$ cat config.mk
export PLATFORM = sky130hd
export DESIGN_NAME = dsa_ctrl
export DESIGN_NICKNAME = d
export VERILOG_FILES = /design/src/rtl/core/dsa_pkg.sv /design/src/rtl/core/dsa_ctrl.sv
export SDC_FILE = /design/constraint.sdc
export NUM_CORES = 1
export LEC_CHECK = 0
export ABC_AREA = 1
export BUFFER_PORTS_ARGS = -buffer_cell sky130_fd_sc_hd__buf_2
export CORE_ASPECT_RATIO = 1.25
export CORE_MARGIN = 3
export CORE_UTILIZATION = 40
export CTS_CLUSTER_SIZE = 8
export DETAILED_ROUTE_END_ITERATION = 10
export PLACE_DENSITY_LB_ADDON = 0.05
export SLEW_MARGIN = 30
export SYNTH_ARGS = -nofsm -noshare
export SYNTH_HDL_FRONTEND = slang
export SYNTH_SLANG_ARGS = --single-unit
$ cat constraint.sdc
create_clock -name clk -period 5.15 [get_ports clk]
set_input_delay 0.515 -clock clk [delete_from_list [all_inputs] [get_ports clk]]
set_output_delay 0.515 -clock clk [all_outputs]
set_load 0.01 [all_outputs]
$ cat src/rtl/core/dsa_pkg.sv
// shared types, constants and codes of the descriptor slot allocator
`timescale 1ns / 1ps
`default_nettype none

package dsa_pkg;

	// heap geometry
	localparam int MAX_SLOTS = 1024;
	localparam int IDX_W     = $clog2(MAX_SLOTS);
	localparam int CNT_W     = $clog2(MAX_SLOTS + 1);

	// register and field widths
	localparam int BASE_W     = 64;
	localparam int STRIDE_W   = 13;
	localparam int SCOUNT_W   = 11;
	localparam int REL_W      = 10;
	localparam int SIDX_W     = 10;
	localparam int STATUS_W   = 2;
	localparam int CFG_IDX_W  = 2;
	localparam int CFG_DATA_W = 64;
	localparam int PROD_W     = IDX_W + STRIDE_W;

	// register indexes
	localparam logic [CFG_IDX_W-1:0] REG_HEAP_BASE   = 2'd0;
	localparam logic [CFG_IDX_W-1:0] REG_SLOT_STRIDE = 2'd1;
	localparam logic [CFG_IDX_W-1:0] REG_SLOT_COUNT  = 2'd2;

	// register reset values
	localparam logic [BASE_W-1:0]   HEAP_BASE_RST   = '0;
	localparam logic [STRIDE_W-1:0] SLOT_STRIDE_RST = 13'd32;
	localparam logic [SCOUNT_W-1:0] SLOT_COUNT_RST  = 11'd1024;

	// request actions
	localparam logic ACT_ALLOCATE = 1'b0;
	localparam logic ACT_RELEASE  = 1'b1;

	// result status codes
	localparam logic [STATUS_W-1:0] ST_ALLOCATED = 2'd0;
	localparam logic [STATUS_W-1:0] ST_FULL      = 2'd1;
	localparam logic [STATUS_W-1:0] ST_RELEASED  = 2'd2;
	localparam logic [STATUS_W-1:0] ST_REJECTED  = 2'd3;

	// decision of the queue controller for one request
	typedef struct packed {
		logic [STATUS_W-1:0] status;
		logic                from_queue;
		logic [IDX_W-1:0]    hw_index;
	} dsa_grant_t;

	// free queue memory access
	typedef struct packed {
		logic             we;
		logic [IDX_W-1:0] waddr;
		logic [IDX_W-1:0] wdata;
		logic             re;
		logic [IDX_W-1:0] raddr;
	} dsa_ram_req_t;

endpackage

`default_nettype wire

$ cat src/rtl/core/dsa_ctrl.sv
// free queue pointers, high-water counter and per-request decision
`timescale 1ns / 1ps
`default_nettype none

module dsa_ctrl (
	input  wire logic                           clk,
	input  wire logic                           arst_n,
	input  wire logic                           req,
	input  wire logic                           action,
	input  wire logic [dsa_pkg::REL_W-1:0]      release_index,
	input  wire logic [dsa_pkg::SCOUNT_W-1:0]   slot_count,
	output dsa_pkg::dsa_ram_req_t               ram_req,
	output logic                                valid_s1,
	output dsa_pkg::dsa_grant_t                 grant_s1
);

	import dsa_pkg::*;

	logic [IDX_W-1:0] head_q;
	logic [IDX_W-1:0] tail_q;
	logic [CNT_W-1:0] fill_q;
	logic [CNT_W-1:0] hw_q;

	logic [CNT_W-1:0] eff_count;
	logic [IDX_W-1:0] head_next;
	logic [IDX_W-1:0] tail_next;
	logic             queue_empty;
	logic             queue_full;
	logic             rel_bad;
	dsa_grant_t       grant;

	// slot count saturates at the heap size
	assign eff_count = (32'(slot_count) > 32'(MAX_SLOTS)) ? CNT_W'(MAX_SLOTS)
	                                                      : CNT_W'(slot_count);

	// pointer wrap
	assign head_next = (head_q == IDX_W'(MAX_SLOTS - 1)) ? '0 : head_q + 1'b1;
	assign tail_next = (tail_q == IDX_W'(MAX_SLOTS - 1)) ? '0 : tail_q + 1'b1;

	assign queue_empty = (fill_q == '0);
	assign queue_full  = (fill_q == CNT_W'(MAX_SLOTS));
	assign rel_bad     = (32'(release_index) >= 32'(eff_count)) || queue_full;

	// decision and memory access
	always_comb begin
		grant   = '{status: ST_FULL, from_queue: 1'b0, hw_index: '0};
		ram_req = '{we: 1'b0, waddr: tail_q, wdata: IDX_W'(release_index),
		            re: 1'b0, raddr: head_q};
		if (action == ACT_ALLOCATE) begin
			if (!queue_empty) begin
				grant.status     = ST_ALLOCATED;
				grant.from_queue = 1'b1;
				ram_req.re       = req;
			end else if (hw_q < eff_count) begin
				grant.status   = ST_ALLOCATED;
				grant.hw_index = hw_q[IDX_W-1:0];
			end
		end else begin
			if (rel_bad) begin
				grant.status = ST_REJECTED;
			end else begin
				grant.status = ST_RELEASED;
				ram_req.we   = req;
			end
		end
	end

	// queue and counter state
	always_ff @(posedge clk or negedge arst_n) begin
		if (!arst_n) begin
			head_q <= '0;
			tail_q <= '0;
			fill_q <= '0;
			hw_q   <= '0;
		end else if (req) begin
			if (action == ACT_ALLOCATE) begin
				if (!queue_empty) begin
					head_q <= head_next;
					fill_q <= fill_q - 1'b1;
				end else if (hw_q < eff_count) begin
					hw_q <= hw_q + 1'b1;
				end
			end else if (!rel_bad) begin
				tail_q <= tail_next;
				fill_q <= fill_q + 1'b1;
			end
		end
	end

	// decision stage
	always_ff @(posedge clk or negedge arst_n) begin
		if (!arst_n) begin
			valid_s1 <= 1'b0;
		end else begin
			valid_s1 <= req;
		end
	end

	always_ff @(posedge clk) begin
		if (req) begin
			grant_s1 <= grant;
		end
	end

	// checks
	a_fill_bound: assert property (@(posedge clk) disable iff (!arst_n)
		fill_q <= CNT_W'(MAX_SLOTS))
		else $error("free queue fill above heap size");

	a_hw_bound: assert property (@(posedge clk) disable iff (!arst_n)
		hw_q <= CNT_W'(MAX_SLOTS))
		else $error("high-water counter above heap size");

	a_no_rw_same: assert property (@(posedge clk) disable iff (!arst_n)
		!(ram_req.we && ram_req.re))
		else $error("queue read and write in one request");

endmodule

`default_nettype wire

After elaboration in Yosys (flattened, before gate mapping). Index checks and enable logic that the tools add are counted.

Register bits after elaboration: 56. Logic and storage cells: 47.

Reductions and logical operators: 7. $add $sub $neg: 5. Muxes and demuxes: 15. Bitwise operators: 4. $lt $le $gt $ge: 3. Eq/ne operators: 5.

Operator list (count): 11-bit 2-to-1 mux (4); 11-bit by 1-bit adder with 11-bit output (second input constant) (2); 10-bit by 1-bit adder with 10-bit output (second input constant) (2); 10-bit equality test (second input constant) (2); 10-bit 2-to-1 mux (2); 11-bit equality test (second input constant) (1); 10-bit by 11-bit greater-or-equal comparator with 1-bit output (1); 11-bit greater-than comparator (second input constant) (1); 11-bit zero test (1); 11-bit less-than comparator (1); 11-bit by 1-bit subtractor with 11-bit output (second input constant) (1); 3-bit AND reduction (3); 1-bit 2-to-1 mux (7); 2-bit 2-to-1 mux (2); 2-bit != test (second input constant) (2); 1-bit NOT (4); 4-bit AND reduction (1); 3-bit OR reduction (1); 1-bit logical OR (1).

Longest topological paths before layout. Gate-level depths: netlist of run 1.

Depth after elaboration: 6. Gate-level depth with buffers: 18. Mapped depth without buffers: 17.

Worst setup path after synthesis of run 1. OpenSTA, ideal clock, no wires.

Path type: in2out. Start: input slot_count[2] (netlist bit). End: output ram_req[31] (netlist bit). Required time: 4.635 ns. Stages: 14. Arrival: 2.115 ns. Setup slack: 2.520 ns. Buffers on the path: 0. Path through: nor2_1 > nand3_1 > o21bai_4 > nand2_1 > ha_1 > nand2_1 > inv_1 > o21ai_0 > nand2_1 > nand2_1 > nand2_1 > nor2_1 > nand4_1 > inv_2.

RTL lines: start: declaration (RTL line dsa_ctrl.sv:11) `input wire logic [dsa_pkg::SCOUNT_W-1:0] slot_count,`; end: declaration (RTL line dsa_ctrl.sv:12) `output dsa_pkg::dsa_ram_req_t ram_req,`.

==> run metrics, run 1 <==
proportion of synthesized chip area in sequential cells=0.388; number of pins with negative max-slew slack in the final report=0; final setup violation count=0; synth warn=0; sum of routed wire length over all layers=8350 µm; number of gates given a new drive strength after cts=0; synthesized area=3780 µm²; commonest non-fill, non-tap cells in the layout=sky130_fd_sc_hd__nand2_1 (120), sky130_fd_sc_hd__buf_2 (70), sky130_fd_sc_hd__nor2_1 (48); number of enable-type register cells in the synthesized netlist=13; min setup slack post-route=1.54 ns; CTS clk-pin slew, worst paths=0.07 ns; setup bufs post-CTS=0; Final Hold Vio Count=0; Clock Path Buffers=2; synthesized net count=522; crit-path cells=buf_2 -> nor2_1 -> nand3_1 -> o21bai_4 -> nand2_1 -> ha_1 -> nand2_1 -> inv_1 -> o21ai_0 -> nand2_1 -> nand2_1 -> nand2_1 -> nor2_1 -> nand4_1 -> inv_2 -> buf_2; slew at the pin with the worst max-slew slack=just under 0.6 ns; core region area=approximately 9200 µm²; post-detailed-route via-to-cell ratio=4.90; synthesized-area fraction occupied by and/or/nand/nor cells=0.275; overall overflow remaining after global route=0; final worst hold slack=about 0.3 ns; number of top-level pins=71; area fraction in compound gates after synthesis=0.0722; multi-input logic area=2030 µm²; DP Cell Count=roughly 640; insertion delay of the later-clocked pin in the worst-skew pair=0.29 ns; combined flip-flop and latch cell area=1470 µm²; floorplan die height=115 µm; clock tree from TritonCTS=built; total negative setup slack=0 ns; fmax=277 MHz; relative max-transition margin=0.605; worst min path class=primary input to async pin; most used flip-flop cell after synthesis=sky130_fd_sc_hd__dfrtp_1; Iter 0 DRT Violations=114; cell chosen for the clock root=sky130_fd_sc_hd__clkbuf_16; worst endpoint required time=4.64 ns; flip-flop and latch count after synthesis=56; final HPWL from detailed placement=6470 µm; final instance count without filler cells=between 600 and 700; post-layout total power=approximately 1.6 mW; reported max-cap violation count=0; ys async rst share=0.768; residual antenna-violating net count after detailed routing=0; combinational family with the most area after synthesis=simple AND/OR/NAND/NOR gates; cts bufs inserted=5; result of the run=completed; Critical Path Slowest Stage Cell=sky130_fd_sc_hd__nand4_1; largest delay contributor family on the critical path=simple AND/OR/NAND/NOR gates; die boundary width=between 90 and 100 µm; CP Class=primary input to primary output; number of instances in the synthesized netlist=around 460; cell row count=39; number of clock sinks seen by CTS=56; final net count=just under 600; most frequent standard cell in the layout excluding fill and tap cells=sky130_fd_sc_hd__nand2_1; vias in the first global route=3197; global-route wire length before repair=roughly 14000 µm; number of levels the H-tree was split into=2; count of hold-fix buffers inserted at cts=0; weighted congestion reported at the end of routability-driven placement=0.834; CP most frequent cell=sky130_fd_sc_hd__nand2_1; utilization of the core after routing=0.471; Routed wire per std cell=12.9 µm; Area Growth Syn to Fin=14.3%; antenna diode count=0; Period minus WS final=around 3.6 ns; portion of netlist area occupied by mux cells=0; overall die area=roughly 11000 µm²; pre-CTS setup slack=1.51 ns; kind of capture point of the worst setup path=primary output; RSZ-0062 raised after global routing=no; CP Data Arrival Time=3.10 ns; worst clock skew=0.00367 ns; CP peak stage delay=0.51 ns; Max rail drop VDD=roughly 0.21 mV; GRT Util Overall=0.164; number of buffer and inverter instances along the worst setup path=4; largest net degree at the start of global routing=44; Remaining DRCs=0; xor-xnor portion of the synthesized cell area=0.0789; unique cell type count in the Yosys netlist=32; Placed Area=about 4200 µm²; mean cell area of the mapped netlist=approximately 8.1 µm²; arithmetic-cell share of the synthesized area counting full adders, half adders and majority gates=0.111; part of the cycle the worst path needs=0.701; length of the first detailed-routing pass in iterations=4; starting density of the core=0.412; detailed-route via count=3186; summed area of non-filler cells in the final layout=4320 µm²; share of final-layout standard cells stronger than drive strength 1=0.173; # port buffers=70; highest net fanout along the worst path=14; number of antenna violations at the first check in global routing=0; LEAKAGE=2.09 nW; final-layout fill cell count=977; Setup crit start kind=primary input; power density over the cells=around 370 nW/µm²
-- cells by family after synthesis --
logic type / Yosys count
and+or+nand+nor: 236
buffers and inverters: 58
DFF: 56
AOI/OAI and AO/OA: 47
xor gates and xnor gates: 34
adders and majority gates: 33
-- cell type report --
| class | instances | area share |
|---|---|---|
| clock inverters | 3 | 0.00522 |
| inverters | 41 | 0.0356 |
| multi-input cells | 350 | 0.470 |
| clock buffers | 5 | 0.0290 |
| well taps | 123 | 0.0356 |
| repair buffers | 72 | 0.0846 |
| flip-flops and latches | 56 | 0.340 |
-- path summary, 6_finish.rpt --
| path | from | endpoint | slack (ns) | depth (start not counted) |
|---|---|---|---|---|
| max in group asynchronous | arst_n | tail_q[3] | 4.46 | 2 |
| worst max register to register | fill_q[0] | hw_q[10] | 2.97 | 8 |
| min in group clk | head_q[8] | head_q[8] | 0.52 | 1 |
| worst min register to register | head_q[8] | head_q[8] | 0.52 | 1 |
| worst max-delay path | slot_count[2] | ram_req[31] | 1.54 | 16 |
| worst min-delay path | arst_n | hw_q[4] | 0.30 | 2 |
-- registers in the layout, summed over array words and instances (netlist names) --
register,flops
fill_q,11
tail_q,10
hw_q,11
grant_s1,13
head_q,10
valid_s1,1
-- cells in the mapped netlist (4+ instances only) --
master / instances / area [µm²]
sky130_fd_sc_hd__nor3_1: 9 / 45.0
sky130_fd_sc_hd__nand2_1: 120 / 450
sky130_fd_sc_hd__inv_1: 39 / 146
sky130_fd_sc_hd__xnor2_1: 11 / 96.3
sky130_fd_sc_hd__xor2_1: 23 / 201
sky130_fd_sc_hd__edfxtp_1: 13 / 390
sky130_fd_sc_hd__nand3b_1: 5 / 37.5
sky130_fd_sc_hd__buf_4: 11 / 82.6
sky130_fd_sc_hd__buf_2: 4 / 20.0
sky130_fd_sc_hd__o21ai_0: 22 / 110
sky130_fd_sc_hd__nor2_1: 48 / 180
sky130_fd_sc_hd__a21oi_1: 18 / 90.1
sky130_fd_sc_hd__dfrtp_1: 43 / 1080
sky130_fd_sc_hd__nor4_1: 4 / 25.0
sky130_fd_sc_hd__ha_1: 32 / 400
sky130_fd_sc_hd__nand4_1: 18 / 113
sky130_fd_sc_hd__nand3_1: 24 / 120
-- layer usage --
layer / up-vias / GRT usage / wire length (µm) / share of wire
met3: 4 / 0.0309 / 290 / 0.035
met2: 50 / 0.296 / 4280 / 0.51
met4: 0 / 0.0420 / 81 / 0.0097
met5: - / 0 / 0 / 0
li1: 1654 / - / - / -
met1: 1478 / 0.200 / 3710 / 0.44
-- where the power goes --
part / total (mW) / switching [mW] / internal (mW)
logic: 0.591 / 0.340 / 0.251
clock network: 0.342 / 0.160 / 0.182
registers: 0.655 / 0.106 / 0.549
Power figures use the tool's default switching activity.
==> inputs of run 2 (changes only) <==
==> constraint.sdc (replaced) <==
create_clock -name clk -period 3.5 [get_ports clk]
set_input_delay 0.35 -clock clk [delete_from_list [all_inputs] [get_ports clk]]
set_output_delay 0.35 -clock clk [all_outputs]
set_load 0.01 [all_outputs]
==> run 2 against run 1 <==
  * Clock power up 47%
  * Critical path depth did not move
  * Final area about the same
  * Sequential share of layout area about the same
  * Final cell count stayed put
  * Die area unchanged
==> run metrics, run 2 (synthesized netlist as in run 1, its figures left out) <==
floorplan die height=115 µm (unchanged); detailed-route via count=3208 (+0.69%); Routed wire per std cell=13.1 µm (+2.1%); final setup violation count=0 (unchanged); number of levels the H-tree was split into=2 (unchanged); Placed Area=4170 µm² (about the same); Area Growth Syn to Fin=14.3% (about the same); Period minus WS final=roughly 2.8 ns; Remaining DRCs=0 (unchanged); overall overflow remaining after global route=0 (unchanged); fmax=between 300 and 400 MHz; CP Data Arrival Time=2.45 ns (-0.65 ns); number of antenna violations at the first check in global routing=0 (unchanged); post-layout total power=2.33 mW (+47%); sum of routed wire length over all layers=8530 µm (+2.1%); length of the first detailed-routing pass in iterations=4 (unchanged); Clock Path Buffers=2 (unchanged); starting density of the core=0.412 (unchanged); utilization of the core after routing=0.471 (about the same); residual antenna-violating net count after detailed routing=0 (unchanged); Iter 0 DRT Violations=134 (+18%); count of hold-fix buffers inserted at cts=0 (unchanged); LEAKAGE=2.09 nW (-0.11%); number of gates given a new drive strength after cts=0 (unchanged); highest net fanout along the worst path=10 (-4); kind of capture point of the worst setup path=primary output; most frequent standard cell in the layout excluding fill and tap cells=sky130_fd_sc_hd__nand2_1; worst reg2reg path depth=8 (unchanged); total negative setup slack=0 ns (unchanged); cts bufs inserted=5 (unchanged); cell row count=39 (unchanged); crit-path cells=buf_2 -> nor2_1 -> nand3_1 -> o21bai_4 -> nand2_1 -> ha_1 -> nand2_1 -> inv_1 -> o21ai_0 -> nand2_1 -> nand2_1 -> nand2_1 -> nor2_1 -> nand4_1 -> inv_2 -> buf_2; worst min path class=primary input to async pin; number of pins with negative max-slew slack in the final report=0 (unchanged); clock tree from TritonCTS=built; setup bufs post-CTS=0 (unchanged); slew at the pin with the worst max-slew slack=0.604 ns (+0.0137 ns); RSZ-0062 raised after global routing=no; largest net degree at the start of global routing=44 (unchanged); registers with the most flip-flops=grant_s1 x13, fill_q x11, hw_q x11; core region area=9170 µm² (unchanged); CTS clk-pin slew, worst paths=0.07 ns (about the same); Max rail drop VDD=0.303 mV (+46%); Critical Path Slowest Stage Cell=sky130_fd_sc_hd__ha_1; worst clock skew=0.00334 ns (-0.000324 ns); power density over the cells=541 nW/µm² (+47%); CP Class=primary input to primary output; internal reg-to-reg setup slack=1.33 ns (-1.64 ns); insertion delay of the later-clocked pin in the worst-skew pair=0.29 ns (about the same); Setup crit start kind=primary input; final net count=584 (unchanged); overall die area=10600 µm² (unchanged); part of the cycle the worst path needs=0.799; GRT Util Overall=0.163 (-0.000482); relative max-transition margin=0.597 (-0.00797); number of clock sinks seen by CTS=56 (unchanged); die boundary width=92.9 µm (unchanged); pre-CTS setup slack=0.677 ns (-0.832 ns); flip-flop count of the largest register after layout=13 (unchanged); min setup slack post-route=0.703 ns (-0.836 ns); result of the run=completed; top register by number of flip-flops=grant_s1; CP peak stage delay=0.31 ns (-0.20 ns); commonest non-fill, non-tap cells in the layout=sky130_fd_sc_hd__nand2_1 (120), sky130_fd_sc_hd__buf_2 (69), sky130_fd_sc_hd__nor2_1 (48); worst endpoint required time=3.15 ns (-1.49 ns); final HPWL from detailed placement=6500 µm (+0.47%); CP most frequent cell=sky130_fd_sc_hd__nand2_1; # port buffers=70 (unchanged); global-route wire length before repair=14300 µm (-0.15%); post-detailed-route via-to-cell ratio=4.94 (+0.69%); number of buffer and inverter instances along the worst setup path=4 (unchanged); reported max-cap violation count=0 (unchanged); summed area of non-filler cells in the final layout=4320 µm² (about the same); number of top-level pins=71 (unchanged); cell chosen for the clock root=sky130_fd_sc_hd__clkbuf_16; weighted congestion reported at the end of routability-driven placement=0.844 (+1.1%); vias in the first global route=3124 (-2.3%); worst reg2reg path endpoint=hw_q[8]; share of final-layout standard cells stronger than drive strength 1=0.171 (-0.00190); largest delay contributor family on the critical path=simple AND/OR/NAND/NOR gates; Final Hold Vio Count=0 (unchanged); worst reg2reg startpoint=fill_q[0]; antenna diode count=0 (unchanged)
## run 2: cell count changes in the layout (fill, tap and decap cells not counted), sizes merged
cell / delta
clkbuf: +1
clkinv: -1
## run 2: worst register-to-register path: stages, from the launching register on
cell and delay, ns:
sky130_fd_sc_hd__dfrtp_1 0.46, sky130_fd_sc_hd__nor2_1 0.13, sky130_fd_sc_hd__nand2_1 0.06, sky130_fd_sc_hd__nor2_1 0.18, sky130_fd_sc_hd__nand3_2 0.13, sky130_fd_sc_hd__nor2_4 0.33, sky130_fd_sc_hd__nand4_1 0.51, sky130_fd_sc_hd__nand2_1 0.19
sky130_fd_sc_hd__nand2_1 0.07
## run 2: layer usage
layer / track usage / wire length (µm)
met3: 0.0270 / 274
met2: 0.290 / 4290
met1: 0.207 / 3840
met4: 0.0381 / 127
met5: 0 / 0
## run 2: report_power, final
group	total [mW]	internal, mW	switching, mW
clock	0.503	0.268	0.235
combinational	0.870	0.370	0.500
sequential	0.961	0.808	0.154
## run 2: cell type report
cell class                 instances  area, µm²
fill                             955       4860
multi-input combinational        350       2030
sequential                        56       1470
timing repair buffer              72        368
inverter                          41        154
tap                              123        154
clock buffer                       6        129
clock inverter                     2       15.0
## run 2: worst max path at each step
stage	startpoint	endpoint	cells after the start
2_1_floorplan	slot_count[2]	ram_req[31]	14
3_3_place_gp	slot_count[4]	ram_req[31]	16
3_5_place_dp	slot_count[4]	ram_req[31]	16
4_1_cts	slot_count[4]	ram_req[31]	16
5_1_grt	slot_count[4]	ram_req[31]	14
6_report	slot_count[4]	ram_req[31]	16
## run 2: metrics by stage
step | cells | hold slack, ns
3_5_place_dp | 642 | 0.397
2_1_floorplan | 464 | 0.0544
6_report | 650 | 0.0563
3_3_place_gp | 642 | 0.500
4_1_cts | 650 | 0.0859
5_1_grt | 650 | 0.0991
==> inputs of run 3 (changes only) <==
--- a/config.mk
+++ b/config.mk
@@ -5,7 +5,7 @@
 export SDC_FILE = /design/constraint.sdc
 export NUM_CORES = 1
 export LEC_CHECK = 0
-export ABC_AREA = 1
+export ABC_AREA = 0
 export BUFFER_PORTS_ARGS = -buffer_cell sky130_fd_sc_hd__buf_2
 export CORE_ASPECT_RATIO = 1.25
 export CORE_MARGIN = 3
==> constraint.sdc (replaced) <==
create_clock -name clk -period 2.6 [get_ports clk]
set_input_delay 0.26 -clock clk [delete_from_list [all_inputs] [get_ports clk]]
set_output_delay 0.26 -clock clk [all_outputs]
set_load 0.01 [all_outputs]
==> run 3 against run 2 <==
  * Clock power increased by 7.2%
  * Final area decreased by 4.5%
  * Worst setup slack got worse by 0.50 ns
  * Clock skew increased by 0.0033 ns
  * Global-route usage increased by 0.14 points
  * Non-clock buffer count increased by 19
  * Final cell count decreased by 19%
  * Combinational power increased by 34%
  * Largest power group unchanged
==> run metrics, run 3 <==
result of the run=completed; synthesized net count=401 (-23%); starting density of the core=0.416 (+0.00475); clock tree from TritonCTS=built; CP Class=register to primary output; Setup crit start kind=register; reported max-cap violation count=0 (unchanged); number of enable-type register cells in the synthesized netlist=13 (unchanged); number of clock sinks seen by CTS=56 (unchanged); largest delay contributor family on the critical path=simple AND/OR/NAND/NOR gates; registers with the most flip-flops=grant_s1 x13, fill_q x11, hw_q x11; cts bufs inserted=5 (unchanged); count of hold-fix buffers inserted at cts=1 (+1); min setup slack post-route=0.206 ns (-0.498 ns); Clock Path Buffers=2 (unchanged); cell chosen for the clock root=sky130_fd_sc_hd__clkbuf_8; number of antenna violations at the first check in global routing=0 (unchanged); flip-flop count of the largest register after layout=13 (unchanged); final worst hold slack=0.293 ns (+0.237 ns); synthesized area=3470 µm² (-8.1%); summed area of non-filler cells in the final layout=4120 µm² (-4.5%); LEAKAGE=1.96 nW (-6.2%); kind of capture point of the worst setup path=primary output; main area contributors after synthesis=sky130_fd_sc_hd__dfrtp_1 (31%), sky130_fd_sc_hd__ha_1 (12%), sky130_fd_sc_hd__edfxtp_1 (11%), sky130_fd_sc_hd__xnor2_1 (4.5%), sky130_fd_sc_hd__nand2_1 (3.7%); final setup violation count=0 (unchanged); final-layout fill cell count=822 (-14%); highest net fanout along the worst path=11 (+1); global-route wire length before repair=12700 µm (-11%); number of buffer and inverter instances along the worst setup path=2 (-2); synth warn=0 (unchanged); worst endpoint required time=2.34 ns (-0.81 ns); core region area=8330 µm² (-9.2%); GRT Util Overall=0.165 (+0.00137); share of final-layout standard cells stronger than drive strength 1=0.276 (+0.106); Final Hold Vio Count=0 (unchanged); cell row count=37 (-5.1%); Placed Area=4010 µm² (-4.0%); commonest non-fill, non-tap cells in the layout=sky130_fd_sc_hd__buf_2 (70), sky130_fd_sc_hd__dfrtp_1 (43), sky130_fd_sc_hd__nand2_1 (34); weighted congestion reported at the end of routability-driven placement=0.765 (-9.4%); top register by number of flip-flops=grant_s1; pre-CTS setup slack=-0.0300 ns (-0.707 ns); utilization of the core after routing=0.495 (+0.0244); length of the first detailed-routing pass in iterations=4 (unchanged); number of instances in the synthesized netlist=343 (-26%); final net count=484 (-17%); most frequent standard cell in the layout excluding fill and tap cells=sky130_fd_sc_hd__buf_2; cell taking the most area after synthesis=sky130_fd_sc_hd__dfrtp_1; detailed-route via count=2782 (-13%); Yosys top cell area share=0.310 (+0.0252); post-layout total power=2.97 mW (+27%); # port buffers=70 (unchanged); CP Data Arrival Time=2.13 ns (-0.32 ns); CP peak stage delay=0.47 ns (+0.16 ns); final instance count without filler cells=524 (-19%); most used flip-flop cell after synthesis=sky130_fd_sc_hd__dfrtp_1; part of the cycle the worst path needs=0.921; RSZ-0062 raised after global routing=no; Iter 0 DRT Violations=92 (-31%); vias in the first global route=2670 (-15%); overall die area=9830 µm² (-7.7%); residual antenna-violating net count after detailed routing=0 (unchanged); CTS clk-pin slew, worst paths=0.10 ns (+0.03 ns); insertion delay of the later-clocked pin in the worst-skew pair=0.31 ns (+0.02 ns); number of top-level pins=71 (unchanged); worst clock skew=0.00660 ns (+0.00326 ns); fmax=418 MHz; proportion of synthesized chip area in sequential cells=0.423 (+0.0343); total negative setup slack=0 ns (unchanged); Area Growth Syn to Fin=18.9%; mean cell area of the mapped netlist=10.1 µm² (+24%); number of pins with negative max-slew slack in the final report=0 (unchanged); relative max-transition margin=0.679 (+0.0814); largest net degree at the start of global routing=28 (-36%); die boundary width=89.3 µm (-3.9%); DP Cell Count=515 (-20%); Critical Path Slowest Stage Cell=sky130_fd_sc_hd__dfrtp_1; number of levels the H-tree was split into=2 (unchanged); list of most frequent post-synthesis cells=sky130_fd_sc_hd__dfrtp_1 (43), sky130_fd_sc_hd__nand2_1 (34), sky130_fd_sc_hd__ha_1 (32), sky130_fd_sc_hd__o21ai_0 (22); number of gates given a new drive strength after cts=0 (unchanged); Max rail drop VDD=0.445 mV (+47%); floorplan die height=110 µm (-3.9%); post-detailed-route via-to-cell ratio=5.31 (+7.6%); leading cell type by number of instances after synthesis=sky130_fd_sc_hd__dfrtp_1; Routed wire per std cell=14.5 µm (+10%); overall overflow remaining after global route=0 (unchanged); final HPWL from detailed placement=5950 µm (-8.5%); setup bufs post-CTS=0 (unchanged); slew at the pin with the worst max-slew slack=0.478 ns (-0.126 ns); power density over the cells=720 nW/µm² (+33%); flip-flop and latch count after synthesis=56 (unchanged); Period minus WS final=2.39 ns; sum of routed wire length over all layers=7590 µm (-11%); antenna diode count=0 (unchanged); worst min path class=primary input to register; crit-path cells=nor4_2 -> a41oi_1 -> nand2_1 -> inv_1 -> buf_2; unique cell type count in the Yosys netlist=50 (+56%); Remaining DRCs=0 (unchanged); ys async rst share=0.768 (unchanged)
==> run 3: changes by cell type in the layout (fill, tap and decap cells not counted), moves of 5 or more <==
| cell | previous run | this run |
|---|---|---|
| sky130_fd_sc_hd__a211oi_1 | 0 | 6 |
| sky130_fd_sc_hd__and2_1 | 1 | 16 |
| sky130_fd_sc_hd__and3_1 | 0 | 9 |
| sky130_fd_sc_hd__buf_4 | 3 | 19 |
| sky130_fd_sc_hd__clkbuf_8 | 0 | 5 |
| sky130_fd_sc_hd__inv_1 | 39 | 10 |
| sky130_fd_sc_hd__mux2_2 | 0 | 8 |
| sky130_fd_sc_hd__nand2_1 | 120 | 34 |
| sky130_fd_sc_hd__nand3_1 | 24 | 15 |
| sky130_fd_sc_hd__nand4_1 | 18 | 8 |
| sky130_fd_sc_hd__nor2_1 | 48 | 18 |
| sky130_fd_sc_hd__xnor2_1 | 11 | 18 |
| sky130_fd_sc_hd__xor2_1 | 23 | 7 |
==> run 3: final timing paths <==
| path | cells past startpoint | slack (ns) | end | start |
|---|---|---|---|---|
| min in group asynchronous | 2 | 0.43 | hw_q[6] | arst_n |
| setup / recovery | 5 | 0.21 | ram_req[10] | fill_q[0] |
| setup reg to reg | 8 | 0.24 | hw_q[9] | hw_q[6] |
| hold reg to reg | 1 | 0.49 | tail_q[6] | tail_q[6] |
| hold / removal | 2 | 0.29 | grant_s1[12] | action |
| max in group asynchronous | 3 | 1.46 | hw_q[0] | arst_n |
==> run 3: logic make-up after synthesis <==
group                      synth area share
and+or+nand+nor                       0.198
xor gates and xnor gates             0.0631
buffers and inverters                0.0386
DFF                                   0.423
muxes                                0.0303
adders and majority gates             0.121
AOI/OAI and AO/OA                     0.126
==> run 3: layout make-up <==
| type | instances | area [µm²] | area share |
|---|---|---|---|
| flip-flops and latches | 56 | 1470 | 0.356 |
| inverters | 10 | 37.5 | 0.00910 |
| well taps | 97 | 121 | 0.0294 |
| clock inverters | 1 | 8.76 | 0.00212 |
| multi-input cells | 262 | 1870 | 0.453 |
| repair buffers | 91 | 523 | 0.127 |
| clock buffers | 7 | 97.6 | 0.0237 |
==> run 3: power breakdown <==
part / total [mW] / internal (mW) / switching [mW]
clock network: 0.539 / 0.253 / 0.286
registers: 1.26 / 1.07 / 0.188
logic: 1.17 / 0.604 / 0.565
total: 2.97 / 1.93 / 1.04
==> run 3: metal layers <==
metal  up-vias  global-route usage  part of all wire
met2        30               0.289              0.53
li1       1401                   -                 -
met3         7              0.0238             0.020
met5         -                   0                 0
met4         0              0.0457             0.013
met1      1344               0.209              0.44
==> run 3: worst register-to-register path, stage by stage, from the launching register on <==
cell and delay [ns]:
sky130_fd_sc_hd__dfrtp_1 0.44, sky130_fd_sc_hd__ha_1 0.33, sky130_fd_sc_hd__a21o_1 0.16, sky130_fd_sc_hd__a211oi_1 0.25, sky130_fd_sc_hd__a21oi_1 0.16, sky130_fd_sc_hd__buf_4 0.16
sky130_fd_sc_hd__nor4_2 0.40, sky130_fd_sc_hd__nand4_1 0.17, sky130_fd_sc_hd__xnor2_1 0.16
